[config.mk]
export PLATFORM = sky130hd
export DESIGN_NAME = led_matrix_chain_frame_controller
export DESIGN_NICKNAME = d
export VERILOG_FILES = /design/src/rtl/lmc_pkg.sv /design/src/rtl/led_matrix_chain_frame_controller.sv /design/src/rtl/lmc_front.sv /design/src/rtl/lmc_queue.sv /design/src/rtl/lmc_back.sv
export SDC_FILE = /design/constraint.sdc
export NUM_CORES = 1
export LEC_CHECK = 0
export BUFFER_PORTS_ARGS = -buffer_cell sky130_fd_sc_hd__buf_2
export CAP_MARGIN = 20
export CORE_MARGIN = 10
export CORE_UTILIZATION = 60
export CTS_BUF_LIST = sky130_fd_sc_hd__clkbuf_8
export DETAILED_ROUTE_END_ITERATION = 8
export GPL_TIMING_DRIVEN = 0
export PLACE_DENSITY = 0.79
export SETUP_SLACK_MARGIN = 0.5
export SLEW_MARGIN = 20
export SYNTH_ARGS = -nofsm -noshare
export SYNTH_HDL_FRONTEND = slang
export SYNTH_SLANG_ARGS = --single-unit
[constraint.sdc]
create_clock -name clk -period 4.9 [get_ports clk]
set_input_delay 0.98 -clock clk [delete_from_list [all_inputs] [get_ports clk]]
set_output_delay 0.98 -clock clk [all_outputs]
set_load 0.02 [all_outputs]
[src/rtl/lmc_pkg.sv]
// lmc_pkg: types and constants for the led matrix chain frame controller
// no dependencies; imported by every rtl module of the block

package lmc_pkg;

  localparam int MAX_MODULES = 8;
  localparam int STORE_DEPTH = MAX_MODULES * 8;

  localparam logic [2:0] KIND_DOT   = 3'd0;
  localparam logic [2:0] KIND_ROW   = 3'd1;
  localparam logic [2:0] KIND_REG   = 3'd2;
  localparam logic [2:0] KIND_SHIFT = 3'd3;
  localparam logic [2:0] KIND_CLEAR = 3'd4;

  localparam logic [7:0] LEFT_BIT = 8'h80;
  localparam logic [2:0] LAST_ROW = 3'd7;
  localparam logic [2:0] LAST_MOD = 3'(MAX_MODULES - 1);

  typedef struct packed {
    logic [2:0] kind;
    logic [5:0] column;
    logic [2:0] row;
    logic [7:0] value;
    logic [3:0] reg_address;
    logic       rotate;
  } in_t;

  typedef struct packed {
    logic [7:0] addr_byte;
    logic [7:0] data_byte;
    logic       latch_after;
    logic       last;
  } out_t;

  typedef struct packed {
    logic [2:0] kind;
    logic [5:0] column;
    logic [2:0] row;
    logic [7:0] value;
    logic [3:0] reg_address;
    logic       rotate;
    logic [2:0] last_mod;
  } cmd_t;

endpackage

[src/rtl/led_matrix_chain_frame_controller.sv]
// led_matrix_chain_frame_controller: top level of the led matrix chain driver
// depends on lmc_pkg, lmc_front, lmc_queue, lmc_back
//
// channel   | direction | handshake                 | word
// command   | in        | start, busy               | cmd (in_t)
// result    | out       | result_strobe, no stall   | result (out_t)
// config    | in        | cfg_valid, cfg_ready      | cfg_data (module count)
//
// a command is taken when start is high and busy low; busy rises when the
// two-entry queue is full. the back end runs one command at a time: a set
// dot reads and rewrites its frame store entry before its words go out, and a
// shift handles one frame store entry per cycle, all 64 entries.
// results are registered and appear in the cycle after they are formed; the receiver cannot stall.
// reset clears the frame store valid bits at once, no clearing pass.

module led_matrix_chain_frame_controller import lmc_pkg::*; (
  input  logic       clk,
  input  logic       rst,
  input  logic       start,
  output logic       busy,
  input  in_t        cmd,
  output logic       result_strobe,
  output out_t       result,
  input  logic       cfg_valid,
  output logic       cfg_ready,
  input  logic [3:0] cfg_data
);

  logic push, full, avail, pop;
  cmd_t push_data, pop_data;

  assign busy = full;

  lmc_front u_front (
    .clk       (clk),
    .rst       (rst),
    .cfg_valid (cfg_valid),
    .cfg_ready (cfg_ready),
    .cfg_data  (cfg_data),
    .accept    (start && !busy),
    .cmd       (cmd),
    .push      (push),
    .push_data (push_data)
  );

  lmc_queue u_queue (
    .clk       (clk),
    .rst       (rst),
    .push      (push),
    .push_data (push_data),
    .full      (full),
    .avail     (avail),
    .pop       (pop),
    .pop_data  (pop_data)
  );

  lmc_back u_back (
    .clk           (clk),
    .rst           (rst),
    .avail         (avail),
    .pop_data      (pop_data),
    .pop           (pop),
    .result_strobe (result_strobe),
    .result        (result)
  );

endmodule

[src/rtl/lmc_front.sv]
// lmc_front: module count register and command classification
// depends on lmc_pkg; feeds lmc_queue

module lmc_front import lmc_pkg::*; (
  input  logic       clk,
  input  logic       rst,
  input  logic       cfg_valid,
  output logic       cfg_ready,
  input  logic [3:0] cfg_data,
  input  logic       accept,
  input  in_t        cmd,
  output logic       push,
  output cmd_t       push_data
);

  logic [3:0] module_count;
  logic [2:0] last_mod;

  always_ff @(posedge clk) begin
    if (rst) begin
      module_count <= 4'd1;
    end else if (cfg_valid && cfg_ready) begin
      module_count <= cfg_data;
    end
  end

  assign cfg_ready = 1'b1;

  // clamp to 1..MAX_MODULES, kept as index of the last module
  always_comb begin
    if (module_count == 4'd0) begin
      last_mod = 3'd0;
    end else if (module_count > 4'(MAX_MODULES)) begin
      last_mod = LAST_MOD;
    end else begin
      last_mod = 3'(module_count - 4'd1);
    end
  end

  always_comb begin
    push_data.kind        = cmd.kind;
    push_data.column      = cmd.column;
    push_data.row         = cmd.row;
    push_data.value       = cmd.value;
    push_data.reg_address = cmd.reg_address;
    push_data.rotate      = cmd.rotate;
    push_data.last_mod    = last_mod;
    case (cmd.kind)
      KIND_DOT, KIND_ROW, KIND_REG, KIND_SHIFT, KIND_CLEAR: push = accept;
      default: push = 1'b0;
    endcase
  end

endmodule

[src/rtl/lmc_queue.sv]
// lmc_queue: two-entry command queue between front and back
// depends on lmc_pkg

module lmc_queue import lmc_pkg::*; (
  input  logic clk,
  input  logic rst,
  input  logic push,
  input  cmd_t push_data,
  output logic full,
  output logic avail,
  input  logic pop,
  output cmd_t pop_data
);

  cmd_t       slots [2];
  logic       wptr;
  logic       rptr;
  logic [1:0] count;

  always_ff @(posedge clk) begin
    if (push && !full) begin
      slots[wptr] <= push_data;
    end
  end

  always_ff @(posedge clk) begin
    if (rst) begin
      wptr  <= 1'b0;
      rptr  <= 1'b0;
      count <= 2'd0;
    end else begin
      if (push && !full) begin
        wptr <= !wptr;
      end
      if (pop && avail) begin
        rptr <= !rptr;
      end
      count <= count + 2'(push && !full) - 2'(pop && avail);
    end
  end

  assign full     = (count == 2'd2);
  assign avail    = (count != 2'd0);
  assign pop_data = slots[rptr];

endmodule

[src/rtl/lmc_back.sv]
// lmc_back: frame store and word sequencer that carries out commands
// depends on lmc_pkg; takes commands from lmc_queue

module lmc_back import lmc_pkg::*; (
  input  logic clk,
  input  logic rst,
  input  logic avail,
  input  cmd_t pop_data,
  output logic pop,
  output logic result_strobe,
  output out_t result
);

  localparam logic [1:0] S_IDLE   = 2'd0;
  localparam logic [1:0] S_DOT_WR = 2'd1;
  localparam logic [1:0] S_EMIT   = 2'd2;
  localparam logic [1:0] S_SHIFT  = 2'd3;

  logic [7:0]             mem [STORE_DEPTH];
  logic [STORE_DEPTH-1:0] valid;
  logic [7:0]             rd0, rd1;
  logic                   rv0, rv1;
  logic [7:0]             d0, d1;

  logic [1:0] state, state_next;
  cmd_t       cur, cur_next;
  logic [2:0] ci, ci_next, cj, cj_next;
  logic       wrap, wrap_next;
  logic [7:0] dot_byte, dot_next;

  logic [5:0] a0, a1, waddr;
  logic [7:0] wdata, mask, nb;
  logic       we, clr, emit, jl, wb;
  out_t       word;

  always_ff @(posedge clk) begin
    if (we) begin
      mem[waddr] <= wdata;
    end
    rd0 <= mem[a0];
    rd1 <= mem[a1];
    rv0 <= valid[a0];
    rv1 <= valid[a1];
  end

  always_ff @(posedge clk) begin
    if (rst || clr) begin
      valid <= '0;
    end else if (we) begin
      valid[waddr] <= 1'b1;
    end
  end

  assign d0 = rv0 ? rd0 : 8'd0;
  assign d1 = rv1 ? rd1 : 8'd0;

  always_comb begin
    state_next = state;
    cur_next   = cur;
    ci_next    = ci;
    cj_next    = cj;
    wrap_next  = wrap;
    dot_next   = dot_byte;
    a0         = '0;
    a1         = '0;
    we         = 1'b0;
    waddr      = '0;
    wdata      = '0;
    clr        = 1'b0;
    emit       = 1'b0;
    pop        = 1'b0;
    word       = '0;
    jl         = (cj == cur.last_mod);
    mask       = LEFT_BIT >> cur.column[2:0];
    nb         = '0;
    wb         = 1'b0;
    case (state)
      S_IDLE: begin
        if (avail) begin
          pop      = 1'b1;
          cur_next = pop_data;
          ci_next  = '0;
          cj_next  = '0;
          case (pop_data.kind)
            KIND_DOT: begin
              a0         = {pop_data.column[5:3], pop_data.row};
              state_next = S_DOT_WR;
            end
            KIND_SHIFT: begin
              a0         = {3'd0, 3'd0};
              a1         = {3'd1, 3'd0};
              state_next = S_SHIFT;
            end
            KIND_CLEAR: begin
              clr        = 1'b1;
              state_next = S_EMIT;
            end
            default: state_next = S_EMIT;
          endcase
        end
      end
      S_DOT_WR: begin
        nb         = cur.value[0] ? (d0 | mask) : (d0 & ~mask);
        we         = 1'b1;
        waddr      = {cur.column[5:3], cur.row};
        wdata      = nb;
        dot_next   = nb;
        state_next = S_EMIT;
      end
      S_EMIT: begin
        emit             = 1'b1;
        word.latch_after = jl;
        case (cur.kind)
          KIND_DOT: begin
            if (cj == cur.column[5:3]) begin
              word.addr_byte = {5'd0, cur.row} + 8'd1;
              word.data_byte = dot_byte;
            end
            word.last = jl;
          end
          KIND_ROW: begin
            we             = 1'b1;
            waddr          = {cj, cur.row};
            wdata          = cur.value;
            word.addr_byte = {5'd0, cur.row} + 8'd1;
            word.data_byte = cur.value;
            word.last      = jl;
          end
          KIND_REG: begin
            word.addr_byte = {4'd0, cur.reg_address};
            word.data_byte = cur.value;
            word.last      = jl;
          end
          default: begin
            word.addr_byte = {5'd0, ci} + 8'd1;
            word.last      = jl && (ci == LAST_ROW);
          end
        endcase
        if (jl) begin
          cj_next = '0;
          if (cur.kind != KIND_CLEAR || ci == LAST_ROW) begin
            state_next = S_IDLE;
          end else begin
            ci_next = ci + 3'd1;
          end
        end else begin
          cj_next = cj + 3'd1;
        end
      end
      default: begin
        // one entry per cycle, reads for the next entry issued alongside
        wb = (cj == 3'd0) ? d0[7] : wrap;
        if (cj == 3'd0) begin
          wrap_next = d0[7];
        end
        nb = {d0[6:0], (cj == LAST_MOD) ? 1'b0 : d1[7]};
        if (cur.rotate && jl) begin
          nb[0] = wb;
        end
        we    = 1'b1;
        waddr = {cj, ci};
        wdata = nb;
        if (cj <= cur.last_mod) begin
          emit             = 1'b1;
          word.addr_byte   = {5'd0, ci} + 8'd1;
          word.data_byte   = nb;
          word.latch_after = jl;
          word.last        = jl && (ci == LAST_ROW);
        end
        if (cj == LAST_MOD) begin
          cj_next = '0;
          if (ci == LAST_ROW) begin
            state_next = S_IDLE;
          end else begin
            ci_next = ci + 3'd1;
            a0      = {3'd0, ci + 3'd1};
            a1      = {3'd1, ci + 3'd1};
          end
        end else begin
          cj_next = cj + 3'd1;
          a0      = {cj + 3'd1, ci};
          a1      = {cj + 3'd2, ci};
        end
      end
    endcase
  end

  always_ff @(posedge clk) begin
    if (rst) begin
      state         <= S_IDLE;
      result_strobe <= 1'b0;
    end else begin
      state         <= state_next;
      result_strobe <= emit;
    end
    cur      <= cur_next;
    ci       <= ci_next;
    cj       <= cj_next;
    wrap     <= wrap_next;
    dot_byte <= dot_next;
    result   <= word;
  end

endmodule

==> run_results.csv <==
group,metric,value,unit
clock_network,path_clk_slew,0.06,ns
clock_network,root_buffer,"clkbuf_8",
clock_network,cts_sinks,712,
synthesis,ys_types,63,
floorplan,pin_count,54,
job,cap_violations,0,
synthesis,ys_warn_count,0,
setup_path,criticalPathCategory,"flop to flop",
setup_path,crit_slowest_cell,"or4_1",
sta,fin_crit_sh,90.4,%
setup_path,r2r-end,"u_back.rd0[4]",
clock_network,cts_buffers,109,
floorplan,fp.dieW,242,um
sta,hold_viol_final,0,
setup_path,crit_chain,"ha_1, ha_1, buf_2, mux2i_1, nand2b_1, o21ai_1, nor2_2, buf_2, clkbuf_4, nand3_1, nand4_1, a21oi_1, or4_1",
grt,grt_pass1_wl,143000,um
route,wl,100000,um
route,detail-route-antenna-nets,0,
min_path,min_from,"cmd[5]",
power,p_leak,11.4,nW
floorplan,dieArea,58400,um2
grt,gr-total-overflow,0,
setup_path,reg2reg_depth,13,
synthesis,yosys_register_bits,712,
clock_network,cts_buffer_depth,3,
setup_path,max_stage_delay,0.56,ns
floorplan,dieHeight,242,um
sta,max_slew_margin,17.5,%
sta,slew_viol_final,0,
synthesis,synth_seq_area_share,69.1,%
placed_design,place_congestion,1.05,
route,vias,22125,
sta,worstMarginPinSlew,1.23,ns
grt,grt_max_degree,65,
floorplan,core-area,48700,um2
synthesis,postSynthAreaPerCell,12.1,um2
cells_and_area,nets,2650,
route,first_iter_violations,3408,
clock_network,cts_tree,"yes",
setup_path,cp_max_fo,10,
cells_and_area,synthToLayoutAreaGrowth,12.7,%
power,power.density,454,nW/um2
floorplan,start_util,60.4,%
grt,antenna_found_initial,3,
status,status,"completed",
placed_design,dp.cells,3156,
cells_and_area,drive_above_1_share,13.6,%
route,firstDrtPassIters,6,
route,viasPerCell,6.58,
route,wire_per_inst,29.8,um
synthesis,syn_inst,2429,
grt,grtUsageTotal,33.5,%
synthesis,synth_top_flop_cell,"edfxtp_1",
synthesis,synth-async-reset-ratio,0,%
setup_path,rrSetupSlack,0.47,ns
sta,period_needed,4.43,ns
synthesis,synth_edf_count,611,
setup_path,worst_r2r_startpoint,"u_back.cj[1]",
route,drc,0,
sta,setup_tns,0,ns
clock_network,cts-htree-levels,3,
sta,fmax,226,MHz
min_path,hp-class,"input pin to flop",
sta,clock_skew,0.0423,ns
setup_path,cp.required,5.44,ns
clock_network,worstSkewPairLatency,0.75,ns
placed_design,hpwl,71600,um
cells_and_area,final_cells,3364,
setup_path,start_kind,"flop",
min_path,holdPathEnd,"u_queue.slots[1][8]",
placed_design,io_buffers,47,
setup_path,critical_path_arrival,4.97,ns
floorplan,rows,81,
sta,holdWs,0.442,ns
clock_network,hold_buffers,0,
sta,rsz0062_at_grt,"yes",
power,power,15.1,mW
synthesis,synth.cell_area,29500,um2
min_path,hold_depth,1,
power,peakVddDrop,0.475,mV
grt,grt_pass1_vias,20987,
sta,setup_viol,0,
setup_path,crit_path_end_kind,"flop",
-- cells in the final DEF (no fill, tap or decap), types with 8 or more instances in the layout --
cell type and instances:
nand2_1 619, edfxtp_1 611, nand3_1 146, a21oi_1 132
clkbuf_8 114, buf_2 102, dfxtp_1 101, nor2_1 75
a22oi_1 75, clkbuf_1 70, o21a_1 68, inv_1 54
a32oi_1 45, a31oi_1 42, nand4_1 38, o221ai_1 34
mux2_2 30, clkinv_1 30, o21ai_0 25, nor2_2 21
buf_4 16, clkinv_2 13, mux2i_1 12, and2_1 12
ha_1 12, o22ai_1 11, and3_1 10, clkbuf_2 9
buf_6 9, or4_1 9, buf_1 9, nor2b_1 8
bufinv_16 8, buf_16 8
-- cells by family after synthesis --
group	after synthesis	share of synthesized area (%)
AND/OR/NAND/NOR	978	14.1
flip-flops	712	69.1
buffers and inverters	185	2.96
other	2	0.0255
AO/OA/AOI/OAI	489	11.4
XOR/XNOR	9	0.268
multiplexers	42	1.55
adder cells (fa/ha/maj)	12	0.510
-- cells in the mapped netlist (all sizes together) (21+ instances only) --
master	number	area share (%)
nor2	101	1.3
o221ai	34	1.0
a31oi	43	0.91
clkbuf	79	1.0
o21a	69	1.8
nand3	147	2.5
mux2	30	1.1
buf	85	1.7
a21oi	136	2.4
nand2	619	7.9
nand4	38	0.81
inv	21	0.27
dfxtp	101	6.9
a22oi	75	1.9
edfxtp	611	62
o21ai	29	0.49
a32oi	45	1.3
-- cell type report --
cell class | count | area (um2)
clock inverter | 89 | 598
multi-input combinational | 1535 | 8410
buffer | 164 | 805
antenna | 3 | 7.51
inverter | 21 | 78.8
clock buffer | 114 | 1570
timing repair buffer | 62 | 532
sequential | 712 | 20400
fill | 3490 | 15500
tap | 664 | 831
-- stage by stage --
| step | utilization, % | worst slack [ns] | cell area [um2] |
|---|---|---|---|
| finish | 68.1 | 0.471 | 33200 |
| global route | 68.1 | 0.485 | 33200 |
| CTS | 68.0 | 0.470 | 33100 |
| detailed placement | 63.5 | 0.106 | 30900 |
| global placement | 62.6 | -0.480 | 30500 |
| floorplan | - | 1.19 | 29500 |
-- power breakdown --
part	switching (mW)	internal, mW
Sequential	0.181	7.01
Combinational	2.08	0.869
Clock	2.34	2.59
-- worst max-delay path by stage --
stage	from	endpoint	slack (ns)	depth (start not counted)
2_1_floorplan	u_back.state[1]	u_back.rd0[0]	1.19	11
3_3_place_gp	u_back.state[1]	u_back.rd0[5]	-0.48	10
3_5_place_dp	u_back.cj[1]	u_back.rd0[2]	0.11	12
4_1_cts	u_back.cj[1]	u_back.rd0[2]	0.47	12
5_1_grt	u_back.cj[1]	u_back.rd0[4]	0.49	13
6_report	u_back.cj[1]	u_back.rd0[4]	0.47	13
-- critical path: cells and delay by family, from the launching register on --
family,cells,cell delay [ns]
adder cells (fa/ha/maj),2,0.37
flip-flops,1,0.50
multiplexers,1,0.38
AO/OA/AOI/OAI,2,0.43
buffers and inverters,3,0.91
AND/OR/NAND/NOR,5,1.63
-- sequential cells by signal, summed over array words and instances (netlist names), 2 cells and up, named ones only --
register / count
u_queue.count: 2
u_back.valid: 64
u_back.mem: 512
u_back.result: 14
u_front.module_count: 4
u_back.state: 2
u_back.cur: 28
u_queue.slots: 56
u_back.cj: 3
u_back.rd0: 8
u_back.dot_byte: 8
u_back.ci: 3
-- routing by layer --
layer	track usage [%]	part of all wire, %
met5	0	0.032
met4	13.9	4.2
met3	9.30	12
met2	50.7	45
met1	45.0	39
-- repair_timing --
item / CTS / global route
resized for setup: 7 / 18
setup endpoints to repair: 8 / 9
setup buffers: 0 / 1
pin swaps: 0 / 1
Power figures use the tool's default switching activity.
